==> src/rtl/frb_pkg.sv <==
// ----------------------------------------------------------------------------
// frb_pkg: shared types and constants for the fault recovery tracker
// Event, result and configuration payloads, register indexes, reset values.
// ----------------------------------------------------------------------------
package frb_pkg;

	localparam int unsigned KindW   = 2;
	localparam int unsigned TickW   = 32;
	localparam int unsigned StreakW = 16;
	localparam int unsigned CountW  = 32;
	localparam int unsigned CfgIdxW = 2;
	localparam int unsigned CfgDatW = 32;

	localparam logic [TickW-1:0]   InitialDelayRst = TickW'(100);
	localparam logic [TickW-1:0]   MaxDelayRst     = TickW'(5000);
	localparam logic [StreakW-1:0] ThresholdRst    = StreakW'(3);

	typedef enum logic [KindW-1:0] {
		KIND_INITIAL = 2'd0,
		KIND_SERVICE = 2'd1,
		KIND_REINIT  = 2'd2,
		KIND_POLL    = 2'd3
	} kind_t;

	typedef enum logic [CfgIdxW-1:0] {
		REG_INITIAL_DELAY = 2'd0,
		REG_MAX_DELAY     = 2'd1,
		REG_THRESHOLD     = 2'd2,
		REG_UNUSED        = 2'd3
	} reg_idx_t;

	typedef struct packed {
		logic [KindW-1:0] kind;
		logic [TickW-1:0] now;
		logic             succeeded;
	} evt_t;

	typedef struct packed {
		logic               went_offline;
		logic               retry_due;
		logic               retry_pending;
		logic [TickW-1:0]   delay_now;
		logic [StreakW-1:0] failure_streak;
		logic [CountW-1:0]  offline_count;
		logic [CountW-1:0]  attempt_count;
		logic [CountW-1:0]  success_count;
	} res_t;

	typedef struct packed {
		logic [CfgIdxW-1:0] index;
		logic [CfgDatW-1:0] data;
	} cfg_t;

endpackage

==> src/rtl/frb_if.sv <==
// ----------------------------------------------------------------------------
// frb_if: valid/ready channels of the fault recovery tracker
// Event, result and configuration write channels.
// ----------------------------------------------------------------------------
interface frb_evt_if;
	import frb_pkg::*;
	logic valid;
	logic ready;
	evt_t data;
	modport source (output valid, output data, input ready);
	modport sink   (input valid, input data, output ready);
endinterface

interface frb_res_if;
	import frb_pkg::*;
	logic valid;
	logic ready;
	res_t data;
	modport source (output valid, output data, input ready);
	modport sink   (input valid, input data, output ready);
endinterface

interface frb_cfg_if;
	import frb_pkg::*;
	logic valid;
	logic ready;
	cfg_t data;
	modport source (output valid, output data, input ready);
	modport sink   (input valid, input data, output ready);
endinterface

==> src/rtl/fault_recovery_backoff_top.sv <==
// ----------------------------------------------------------------------------
// fault_recovery_backoff_top: device fault recovery tracker
// Counts service failures, declares the device offline and paces
// reinitialization retries with a doubling, clamped delay.
// ----------------------------------------------------------------------------
// Usage:
//   evt  - one beat per event: kind, millisecond tick, success flag.
//   res  - one status beat per event, in event order, taken after the
//          event has updated the tracker state.
//   cfg  - register writes (index, data); always ready. Write only while
//          no event is in flight.
// The event is first registered in the event register; the state update and
// status are then worked out in one pass and land in the result register.
// One event per cycle is sustained while res is not stalled, since each
// event depends on the previous one only through the state registers that
// the single pass updates.
// When res stalls, the event register holds one more event and then evt
// ready drops; nothing is lost or repeated.
// Reset clears all counters, the pending retry and the delay, and loads
// the registers with 100 ms initial delay, 5000 ms maximum, threshold 3.
// ----------------------------------------------------------------------------
module fault_recovery_backoff_top (
	input  logic clk,
	input  logic arst_n,
	frb_evt_if.sink   evt,
	frb_res_if.source res,
	frb_cfg_if.sink   cfg
);
	import frb_pkg::*;

	// configuration
	logic [TickW-1:0]   initial_delay_q;
	logic [TickW-1:0]   max_delay_q;
	logic [StreakW-1:0] threshold_q;

	// tracker state
	logic [TickW-1:0]   retry_start_q;
	logic [TickW-1:0]   retry_delay_q;
	logic               pending_q;
	logic [StreakW-1:0] fail_streak_q;
	logic [CountW-1:0]  offline_events_q;
	logic [CountW-1:0]  attempts_q;
	logic [CountW-1:0]  successes_q;

	// pipeline
	logic valid_s1;
	evt_t evt_s1;
	logic valid_s2;
	res_t res_s2;
	logic advance;

	// next state
	logic [TickW-1:0]   start_nx;
	logic [TickW-1:0]   delay_nx;
	logic               pending_nx;
	logic [StreakW-1:0] streak_nx;
	logic [CountW-1:0]  offline_nx;
	logic [CountW-1:0]  attempts_nx;
	logic [CountW-1:0]  successes_nx;
	logic               offline_now;
	logic [StreakW-1:0] streak_inc;
	logic [TickW:0]     twice;
	logic [TickW-1:0]   backoff;
	logic [TickW-1:0]   elapsed;
	res_t               res_nx;

	assign cfg.ready = 1'b1;
	assign advance   = valid_s1 && (!valid_s2 || res.ready);
	assign evt.ready = !valid_s1 || advance;
	assign res.valid = valid_s2;
	assign res.data  = res_s2;

	always_ff @(posedge clk or negedge arst_n) begin
		if (!arst_n) begin
			initial_delay_q <= InitialDelayRst;
			max_delay_q     <= MaxDelayRst;
			threshold_q     <= ThresholdRst;
		end else if (cfg.valid) begin
			case (reg_idx_t'(cfg.data.index))
				REG_INITIAL_DELAY: initial_delay_q <= cfg.data.data;
				REG_MAX_DELAY:     max_delay_q     <= cfg.data.data;
				REG_THRESHOLD:     threshold_q     <= cfg.data.data[StreakW-1:0];
				default: ;
			endcase
		end
	end

	// next delay after a failed reinit; doubled in 33 bits so it cannot wrap
	always_comb begin
		twice = {retry_delay_q, 1'b0};
		if (retry_delay_q < initial_delay_q) begin
			backoff = initial_delay_q;
		end else if (retry_delay_q < max_delay_q) begin
			backoff = (twice > {1'b0, max_delay_q}) ? max_delay_q : twice[TickW-1:0];
		end else begin
			backoff = retry_delay_q;
		end
	end

	always_comb begin
		start_nx     = retry_start_q;
		delay_nx     = retry_delay_q;
		pending_nx   = pending_q;
		streak_nx    = fail_streak_q;
		offline_nx   = offline_events_q;
		attempts_nx  = attempts_q;
		successes_nx = successes_q;
		offline_now  = 1'b0;
		streak_inc   = (fail_streak_q == '1) ? fail_streak_q : fail_streak_q + 1'b1;
		case (kind_t'(evt_s1.kind))
			KIND_INITIAL: begin
				streak_nx = '0;
				if (evt_s1.succeeded) begin
					pending_nx = 1'b0;
					delay_nx   = '0;
				end else begin
					offline_nx = offline_events_q + 1'b1;
					start_nx   = evt_s1.now;
					delay_nx   = initial_delay_q;
					pending_nx = 1'b1;
				end
			end
			KIND_SERVICE: begin
				if (evt_s1.succeeded) begin
					streak_nx = '0;
				end else begin
					streak_nx = streak_inc;
					if (!pending_q && streak_inc >= threshold_q) begin
						offline_nx  = offline_events_q + 1'b1;
						start_nx    = evt_s1.now;
						delay_nx    = initial_delay_q;
						pending_nx  = 1'b1;
						offline_now = 1'b1;
					end
				end
			end
			KIND_REINIT: begin
				attempts_nx = attempts_q + 1'b1;
				if (evt_s1.succeeded) begin
					successes_nx = successes_q + 1'b1;
					streak_nx    = '0;
					pending_nx   = 1'b0;
					delay_nx     = '0;
				end else begin
					start_nx   = evt_s1.now;
					delay_nx   = backoff;
					pending_nx = 1'b1;
				end
			end
			default: ;
		endcase

		elapsed = evt_s1.now - start_nx;   // wraps with the tick

		res_nx.went_offline   = offline_now;
		res_nx.retry_due      = pending_nx && (elapsed >= delay_nx);
		res_nx.retry_pending  = pending_nx;
		res_nx.delay_now      = delay_nx;
		res_nx.failure_streak = streak_nx;
		res_nx.offline_count  = offline_nx;
		res_nx.attempt_count  = attempts_nx;
		res_nx.success_count  = successes_nx;
	end

	always_ff @(posedge clk or negedge arst_n) begin
		if (!arst_n) begin
			valid_s1         <= 1'b0;
			valid_s2         <= 1'b0;
			retry_start_q    <= '0;
			retry_delay_q    <= '0;
			pending_q        <= 1'b0;
			fail_streak_q    <= '0;
			offline_events_q <= '0;
			attempts_q       <= '0;
			successes_q      <= '0;
		end else begin
			if (evt.ready) begin
				valid_s1 <= evt.valid;
			end
			if (advance) begin
				valid_s2         <= 1'b1;
				retry_start_q    <= start_nx;
				retry_delay_q    <= delay_nx;
				pending_q        <= pending_nx;
				fail_streak_q    <= streak_nx;
				offline_events_q <= offline_nx;
				attempts_q       <= attempts_nx;
				successes_q      <= successes_nx;
			end else if (res.ready) begin
				valid_s2 <= 1'b0;
			end
		end
	end

	always_ff @(posedge clk) begin
		if (evt.valid && evt.ready) begin
			evt_s1 <= evt.data;
		end
		if (advance) begin
			res_s2 <= res_nx;
		end
	end

	// no pending retry means the delay was cleared with it
	a_idle_delay: assert property (@(posedge clk) disable iff (!arst_n)
		!pending_q |-> retry_delay_q == '0)
		else $error("delay non-zero with no retry pending");

	// an empty result register never holds back the event side
	a_ready_free: assert property (@(posedge clk) disable iff (!arst_n)
		!valid_s2 |-> evt.ready)
		else $error("event channel stalled with empty result register");

	// going offline always leaves a retry scheduled and a failure counted
	a_offline_sched: assert property (@(posedge clk) disable iff (!arst_n)
		valid_s2 && res_s2.went_offline |->
			res_s2.retry_pending && res_s2.failure_streak != '0)
		else $error("offline declared without a scheduled retry");

	// offline counter stays put while no event advances
	a_offline_step: assert property (@(posedge clk) disable iff (!arst_n)
		!advance |=> $stable(offline_events_q))
		else $error("offline counter changed without an event");

	// a service failure never lowers the streak
	a_streak_mono: assert property (@(posedge clk) disable iff (!arst_n)
		advance && evt_s1.kind == KIND_SERVICE && !evt_s1.succeeded |=>
			fail_streak_q >= $past(fail_streak_q))
		else $error("failure streak fell on a service failure");

endmodule

==> src/flat_wrapper.sv <==
// flat-port wrapper written by rule: the top's interface ports become plain ports
module fault_recovery_backoff_top_flat import frb_pkg::*;
  (clk, arst_n, evt_valid, evt_data, evt_ready, res_valid, res_data, res_ready, cfg_valid, cfg_data, cfg_ready);
  frb_evt_if evt_i ();
  frb_res_if res_i ();
  frb_cfg_if cfg_i ();
  input  logic clk;
  input  logic arst_n;
  input wire logic [$bits(evt_i.valid)-1:0] evt_valid;
  input wire logic [$bits(evt_i.data)-1:0] evt_data;
  output wire logic [$bits(evt_i.ready)-1:0] evt_ready;
  output wire logic [$bits(res_i.valid)-1:0] res_valid;
  output wire logic [$bits(res_i.data)-1:0] res_data;
  input wire logic [$bits(res_i.ready)-1:0] res_ready;
  input wire logic [$bits(cfg_i.valid)-1:0] cfg_valid;
  input wire logic [$bits(cfg_i.data)-1:0] cfg_data;
  output wire logic [$bits(cfg_i.ready)-1:0] cfg_ready;
  assign evt_i.valid = evt_valid;
  assign evt_i.data = evt_data;
  assign evt_ready = evt_i.ready;
  assign res_valid = res_i.valid;
  assign res_data = res_i.data;
  assign res_i.ready = res_ready;
  assign cfg_i.valid = cfg_valid;
  assign cfg_i.data = cfg_data;
  assign cfg_ready = cfg_i.ready;
  fault_recovery_backoff_top u_core (.clk(clk), .arst_n(arst_n), .evt(evt_i), .res(res_i), .cfg(cfg_i));
endmodule
==> config.mk <==
export PLATFORM = sky130hd
export DESIGN_NAME = fault_recovery_backoff_top_flat
export DESIGN_NICKNAME = d
export VERILOG_FILES = /design/src/rtl/frb_pkg.sv /design/src/rtl/frb_if.sv /design/src/rtl/fault_recovery_backoff_top.sv /design/src/flat_wrapper.sv
export SDC_FILE = /design/constraint.sdc
export NUM_CORES = 1
export LEC_CHECK = 0
export BUFFER_PORTS_ARGS = -buffer_cell sky130_fd_sc_hd__buf_2
export CAP_MARGIN = 20
export CORE_UTILIZATION = 40
export DETAILED_ROUTE_END_ITERATION = 7
export PLACE_DENSITY = 0.67
export REMOVE_ABC_BUFFERS = 1
export SLEW_MARGIN = 20
export SYNTH_ARGS = -nofsm -noshare
export SYNTH_HDL_FRONTEND = slang
export SYNTH_SLANG_ARGS = --single-unit
==> constraint.sdc <==
create_clock -name clk -period 9 [get_ports clk]
set_input_delay 1.8 -clock clk [delete_from_list [all_inputs] [get_ports clk]]
set_output_delay 1.8 -clock clk [all_outputs]
set_load 0.05 [all_outputs]
==> results.md, run 1 <==
* Worst Setup Start Kind: register
* Slew Viols, Final at 0
* Worst flop-to-flop path startpoint: u_core.fail_streak_q[0]
* Crit. End Element: register
* Crit path DAT at 8.60 ns
* CTS Hold Bufs at 0
* Yosys top cell by area: dfrtp_1
* Synth async-reset ratio at 58.7%
* RSZ-0062 raised after global routing: no
* # fillers at 5507
* Sum of net half-perimeters after detailed placement at 45.2 mm
* Yosys warning count at 0
* CTS Sinks at 441
* R2R Path End: u_core.res.data[145]
* Slew headroom at 34.1%
* Seq. cell area at 12000 um^2
* Status: complete, no violations
* Kind of cell adding the most delay to the critical path: compound AO/OA/AOI/OAI gates
* Worst hold stages at 2
* Met3 wire len at 3.72 mm
* Buffers added on ports at 222
* Endpoints failing setup at 0
* Reg clk slew, reported paths at 0.06 ns
* Final period utilization at 91.7%
* First-pass GRT wire length at 102 mm
* Grt total ovfl at 0
* Max_cap viols at 0
* P_leak at 0.0131 uW
* Clk buf depth at 3
* Buffers & Inverters on Critical Path at 3
* Final net count at 2813
* WS Path Type: register to register
* FP Rows at 90
* Metal2 WL at 30.4 mm
* Via Count at 18600
* Die Wd at 251 um
* Highest metal used: met5
* DR vias/cell at 5.50
* Vias in the first global route at 18600
* Clk Latency, worst-skew pair at 0.61 ns
* Final hold vios at 0
* WL/cell at 19.1 um
* Netlist Area Pre-Place at 24800 um^2
* Combinational share of power at 31.4%
* # DRC at 0
* Post-cts resize count at 0
* Worst path required time at 9.35 ns
* Count leader, synth: nand2_1
* Number of H-tree levels at 2
* Top post-synthesis cells by area: dfrtp_1 25%, edfxtp_1 22%, ha_1 8.9%, xnor2_1 4.5%, nand2_1 3.9%
* Peak supply drop at 0.000183 V
* CTS Buf Count at 51
* Initial antenna violation count at 3
* Drt first pass iters at 5
* Share of layout cells above drive strength 1 at 17.2%
* Die footprint at 62900 um^2
* Total GRT Usage at 20.5%
* Seq/Total Area, Yosys at 48.3%
* Max incr delay on CP at 0.50 ns
* Final GP Congestion at 0.912
* Pin count of the biggest net entering global routing at 163
* CP max FO at 12
* Slowest CP cell: a311o_2
* I/O pin count at 224
* Synth Area per Inst at 10.5 um^2
* Fin worst setup slack at 0.747 ns
* Area of the multi-input gates at 12000 um^2
* N_diodes at 0
* Slew @ Worst Pin at 0.986 ns
* Total routed wirelength at 64.5 mm
* Fin Clk Skew at 0.0287 ns
* Min Tclk post-route at 8.25 ns
* Die height at 251 um
* Internal Power at 4760 uW
* F_max at 121 MHz
* DRT iter0 DRCs at 1278
* Worst hold endpoint: u_core.retry_start_q[23]
* Pwr/cell area at 254 nW/um^2
* Gate Count Post-Synth at 2360
* Yosys cell types at 76
* Share of the synthesized area in the top cell type at 25.2%
* Net Switching at 2550 uW
* Worst reg-to-reg setup slack at 0.75 ns
* Number of flops mapped to enable cells by yosys at 182
* Sequential share of power at 35.9%
* Fin util at 47.3%
* FF+latch count, synth at 441
* Root Buffer: clkbuf_16
* Starting Density at 40.8%
* Post-CTS Setup Bufs at 0
* Syn-to-layout area delta at 16.1%
* Antenna Nets Post-Route at 0
* Final Hold Slack at 0.480 ns
* Synth top cells by count: 259 x nand2_1, 249 x dfrtp_1, 182 x edfxtp_1, 182 x nor2_1, 176 x ha_1
* Min-delay src: u_core.retry_start_q[23]
* Reg2reg path depth at 39
* CTS tree: done
* Hold Crit Class: register to register
* Clk pwr share at 32.7%
* Core footprint at 60700 um^2
* Worst Setup Slack post-DPL at 0.524 ns
* Synth Flop Type: dfrtp_1
* M1 wire length at 28.2 mm
* Sw Ratio at 34.8%
-- sequential cells by signal, indices dropped and copies added, names as in the netlist --
register	count
u_core.offline_events_q	32
u_core.fail_streak_q	16
u_core.pending_q	1
u_core.retry_delay_q	32
u_core.initial_delay_q	32
u_core.threshold_q	16
u_core.attempts_q	32
u_core.res.valid	1
u_core.res.data	147
u_core.successes_q	32
u_core.valid_s1	1
u_core.max_delay_q	32
u_core.evt_s1	35
u_core.retry_start_q	32
-- layout make-up --
class                           instances  area share [%]
Inverter                              119            1.58
Sequential cell                       441            41.6
Timing Repair Buffer                  246            4.75
Clock inverter                         36            2.09
Clock buffer                           60            4.74
Multi-Input combinational cell       1703            41.8
Tap cell                              782            3.41
-- power groups by stage --
stage | logic [uW] | clock network (uW) | registers (uW)
floorplan | 1460 | 0 | 2810
global placement | 2210 | 0 | 2650
detailed placement | 2270 | 0 | 2660
CTS | 2290 | 2440 | 2620
global route | 2540 | 2520 | 2660
finish | 2290 | 2390 | 2630
-- layout by cell type (no fill, tap or decap), types with 41 or more instances in the layout --
master,n
nand2_1,257
dfrtp_1,248
buf_2,222
edfxtp_1,182
nor2_1,180
ha_1,176
a21oi_1,129
xnor2_1,127
o21ai_0,120
inv_1,117
xor2_1,97
a21o_1,72
mux2_2,58
nand3_1,57
clkbuf_16,52
nand4_1,49
mux2i_1,49
o21a_1,41
-- worst register-to-register path, delay by kind of cell (launching register included) --
family,cells,cell delay [ns]
compound gates,19,3.83
xor+xnor,1,0.10
fa+ha+maj,5,1.39
buf+inv,3,0.41
flops,1,0.45
simple gates,11,1.82
-- through the flow --
step	setup TNS [ns]	std cells	instance area [um^2]	total power, uW
after CTS	0	3386	28700	7350
after global placement	0	3288	26700	4860
after detailed placement	0	3290	26700	4930
after floorplan	-19.84	2263	24300	4280
final	0	3387	28700	7310
after global routing	0	3387	28700	7730
-- metal layers --
metal  vias up  GRT usage [%]
met1      9059           27.6
li1       8848              -
met4         2           7.77
met3       122           3.00
met5         -              0
met2       607           33.4
-- how the worst max path moves through the flow --
stage | start | endpoint | slack, ns | cells after the start
3_3_place_gp | u_core.fail_streak_q[4] | u_core.res.data[145] | 0.68 | 40
2_1_floorplan | res_ready | u_core.offline_events_q[18] | -0.74 | 7
4_1_cts | u_core.fail_streak_q[4] | u_core.res.data[145] | 0.50 | 40
6_report | u_core.fail_streak_q[0] | u_core.res.data[145] | 0.75 | 39
3_5_place_dp | u_core.fail_streak_q[4] | u_core.res.data[145] | 0.52 | 40
5_1_grt | u_core.fail_streak_q[0] | u_core.res.data[145] | 0.009 | 39
-- cells by family (layout without fill, tap and decap cells) --
logic type	after synthesis	in the layout	share of synthesized area, %
simple gates	665	665	12.5
compound gates	529	529	14.2
flops	441	441	48.3
xor+xnor	224	224	7.93
buf+inv	216	461	3.44
fa+ha+maj	177	177	8.98
mux	107	107	4.62
other cells	1	1	0.0151
Note: power is estimated with default switching activity, not from simulation.
==> run 2, diff against run 1 <==
--- a/config.mk
+++ b/config.mk
@@ -9,7 +9,8 @@
 export CAP_MARGIN = 20
 export CORE_UTILIZATION = 40
 export DETAILED_ROUTE_END_ITERATION = 7
-export PLACE_DENSITY = 0.67
+export GPL_TIMING_DRIVEN = 0
+export PLACE_DENSITY_LB_ADDON = 0.15
 export REMOVE_ABC_BUFFERS = 1
 export SLEW_MARGIN = 20
 export SYNTH_ARGS = -nofsm -noshare
==> run 2 against run 1 <==
Clock skew fell by 0.0077 ns. Global-route usage fell by 0.13 points. Core utilization rose by 0.26 points. Routed wire length fell by 0.49%. Fmax fell by 1.3%. Critical endpoint unchanged. Highest routed layer unchanged.
==> results.md, run 2 (synthesis gave the netlist of run 1 again) <==
* Core footprint at 60700 um^2 (unchanged)
* CTS Hold Bufs at 0 (unchanged)
* Starting Density at 40.8% (unchanged)
* Final net count at 2828 (was 2813)
* Grt total ovfl at 0 (unchanged)
* Final hold vios at 0 (unchanged)
* Reg clk slew, reported paths at 0.06 ns (about the same)
* Worst flop-to-flop path startpoint: u_core.fail_streak_q[5] (was u_core.fail_streak_q[0])
* Vias in the first global route at 18400 (was 18600)
* Sum of net half-perimeters after detailed placement at 45.7 mm (was 45.2 mm)
* Root Buffer: clkbuf_16 (unchanged)
* Hold Crit Class: register to register (unchanged)
* Pin count of the biggest net entering global routing at 115 (was 163)
* FP Rows at 90 (unchanged)
* Max incr delay on CP at 0.44 ns (was 0.50 ns)
* Min Tclk post-route at 8.37 ns (was 8.25 ns)
* P_leak at 0.0132 uW (was 0.0131 uW)
* Final period utilization at 93.0% (was 91.7%)
* Number of H-tree levels at 2 (unchanged)
* Share of layout cells above drive strength 1 at 17.4% (was 17.2%)
* Max_cap viols at 0 (unchanged)
* RSZ-0062 raised after global routing: no (unchanged)
* Pwr/cell area at 245 nW/um^2 (was 254 nW/um^2)
* Endpoints failing setup at 0 (unchanged)
* Cells after DPL at 3296 (was 3290)
* R2R Path End: u_core.res.data[145] (unchanged)
* Most frequent cells in the layout: 256 x nand2_1, 248 x dfrtp_1, 221 x buf_2, 182 x edfxtp_1, 180 x nor2_1 (was 257 x nand2_1, 248 x dfrtp_1, 222 x buf_2, 182 x edfxtp_1, 180 x nor2_1)
* I/O pin count at 224 (unchanged)
* WL/cell at 18.9 um (was 19.1 um)
* Die height at 251 um (unchanged)
* Crit path DAT at 8.67 ns (was 8.60 ns)
* CP max FO at 13 (was 12)
* Via Count at 18400 (was 18600)
* Die footprint at 62900 um^2 (unchanged)
* Drt first pass iters at 7 (was 5)
* Max reg flops at 147 (unchanged)
* # DRC at 0 (unchanged)
* Die Wd at 251 um (unchanged)
* F_max at 120 MHz (was 121 MHz)
* CTS tree: done (unchanged)
* Peak supply drop at 0.000170 V (was 0.000183 V)
* Most common cell after layout, fill and taps aside: nand2_1 (unchanged)
* Post-Layout Cell Count at 3401 (was 3387)
* Worst Setup Start Kind: register (unchanged)
* Final GP Congestion at 0.868 (was 0.912)
* Total GRT Usage at 20.4% (was 20.5%)
* CTS Sinks at 441 (unchanged)
* Clk Latency, worst-skew pair at 0.60 ns (was 0.61 ns)
* Worst path required time at 9.31 ns (was 9.35 ns)
* Total routed wirelength at 64.2 mm (was 64.5 mm)
* Syn-to-layout area delta at 16.7% (was 16.1%)
* Reg2reg path depth at 40 (was 39)
* Final Hold Slack at 0.480 ns (about the same)
* Antenna Nets Post-Route at 0 (unchanged)
* Crit. End Element: register (unchanged)
* Setup crit end: u_core.res.data[145] (unchanged)
* Slew Viols, Final at 0 (unchanged)
* Origin of the worst setup path: u_core.fail_streak_q[5] (was u_core.fail_streak_q[0])
* Slew headroom at 21.0% (was 34.1%)
* DR vias/cell at 5.41 (was 5.50)
* Clk buf depth at 3 (unchanged)
* Fin Clk Skew at 0.0210 ns (was 0.0287 ns)
* Status: complete, no violations (unchanged)
* CTS Buf Count at 50 (was 51)
* First-pass GRT wire length at 101 mm (was 102 mm)
* Worst reg-to-reg setup slack at 0.63 ns (was 0.75 ns)
* Slew @ Worst Pin at 1.19 ns (was 0.986 ns)
* WS Path Type: register to register (unchanged)
* DRT iter0 DRCs at 1031 (was 1278)
* Initial antenna violation count at 4 (was 3)
* Buffers added on ports at 222 (unchanged)
* Slowest CP cell: dfrtp_1 (was a311o_2)
* Crit-path most repeated cell: a21o_1
[run 2: cell types whose count changed in the layout (fill, tap and decap cells not counted), sizes merged]
cell	previous run	this run
diode	0	1
bufinv	14	6
clkinv	13	17
clkinvlp	7	4
clkbuf	60	65
inv	121	120
buf	246	262
[run 2: power breakdown]
part / internal [uW] / switching (uW) / total (uW) / leakage, uW
combinational: 957 / 1420 / 2380 / 0.00732
clock: 1230 / 861 / 2090 / 0.000800
sequential: 2380 / 242 / 2620 / 0.00508
total: 4560 / 2520 / 7080 / 0.0132
[run 2: worst max-delay path, delay by kind of cell, from the launching register on]
kind | cells | cell delay [ns]
AOI/OAI and AO/OA | 19 | 3.93
xor gates and xnor gates | 1 | 0.10
buffers and inverters | 4 | 0.59
DFF | 1 | 0.44
adders and majority gates | 4 | 1.10
and+or+nand+nor | 12 | 1.91
[run 2: timing repair]
item	in CTS	in global routing
pin swaps	1	5
setup buffers	3	8
endpoints found under the setup margin	1	1
resized for setup	0	6
[run 2: worst min path at each step]
stage	from	end	slack, ns	cells after the start
final	u_core.retry_start_q[23]	u_core.retry_start_q[23]	0.48	2
after global routing	u_core.attempts_q[31]	u_core.attempts_q[31]	0.51	1
after global placement	u_core.retry_start_q[0]	u_core.retry_start_q[0]	0.46	2
after detailed placement	u_core.retry_start_q[0]	u_core.retry_start_q[0]	0.47	2
after CTS	u_core.retry_start_q[0]	u_core.retry_start_q[0]	0.48	2
after floorplan	u_core.retry_start_q[0]	u_core.retry_start_q[0]	0.45	2
[run 2: metal layers]
| metal | up-vias | global-route usage, % | share of wire (%) |
|---|---|---|---|
| li1 | 8889 | - | - |
| met3 | 115 | 2.98 | 4.8 |
| met2 | 467 | 33.0 | 47 |
| met5 | - | 0 | 0.020 |
| met1 | 8925 | 27.2 | 45 |
| met4 | 2 | 8.54 | 4.0 |
[run 2: cell type report]
cell class	count	area [um^2]
Inverter	119	454
Clock buffer	65	1340
Timing Repair Buffer	262	1780
Tap cell	782	978
Fill cell	5680	31800
Multi-Input combinational cell	1703	12000
Clock inverter	28	325
Sequential cell	441	12000
Antenna cell	1	2.50
[run 2: metrics by stage]
step	setup WS, ns	instance area [um^2]	util (%)	TNS, ns	power, uW
final	0.634	28900	47.6	0	7080
after global routing	0.00212	28900	47.6	0	7520
after CTS	0.196	28800	47.5	0	7140
after detailed placement	-0.235	27100	44.7	-0.235	5020
after global placement	-7.84	26400	43.6	-1611.71	4880
after floorplan	-0.744	24300	-	-19.84	4280
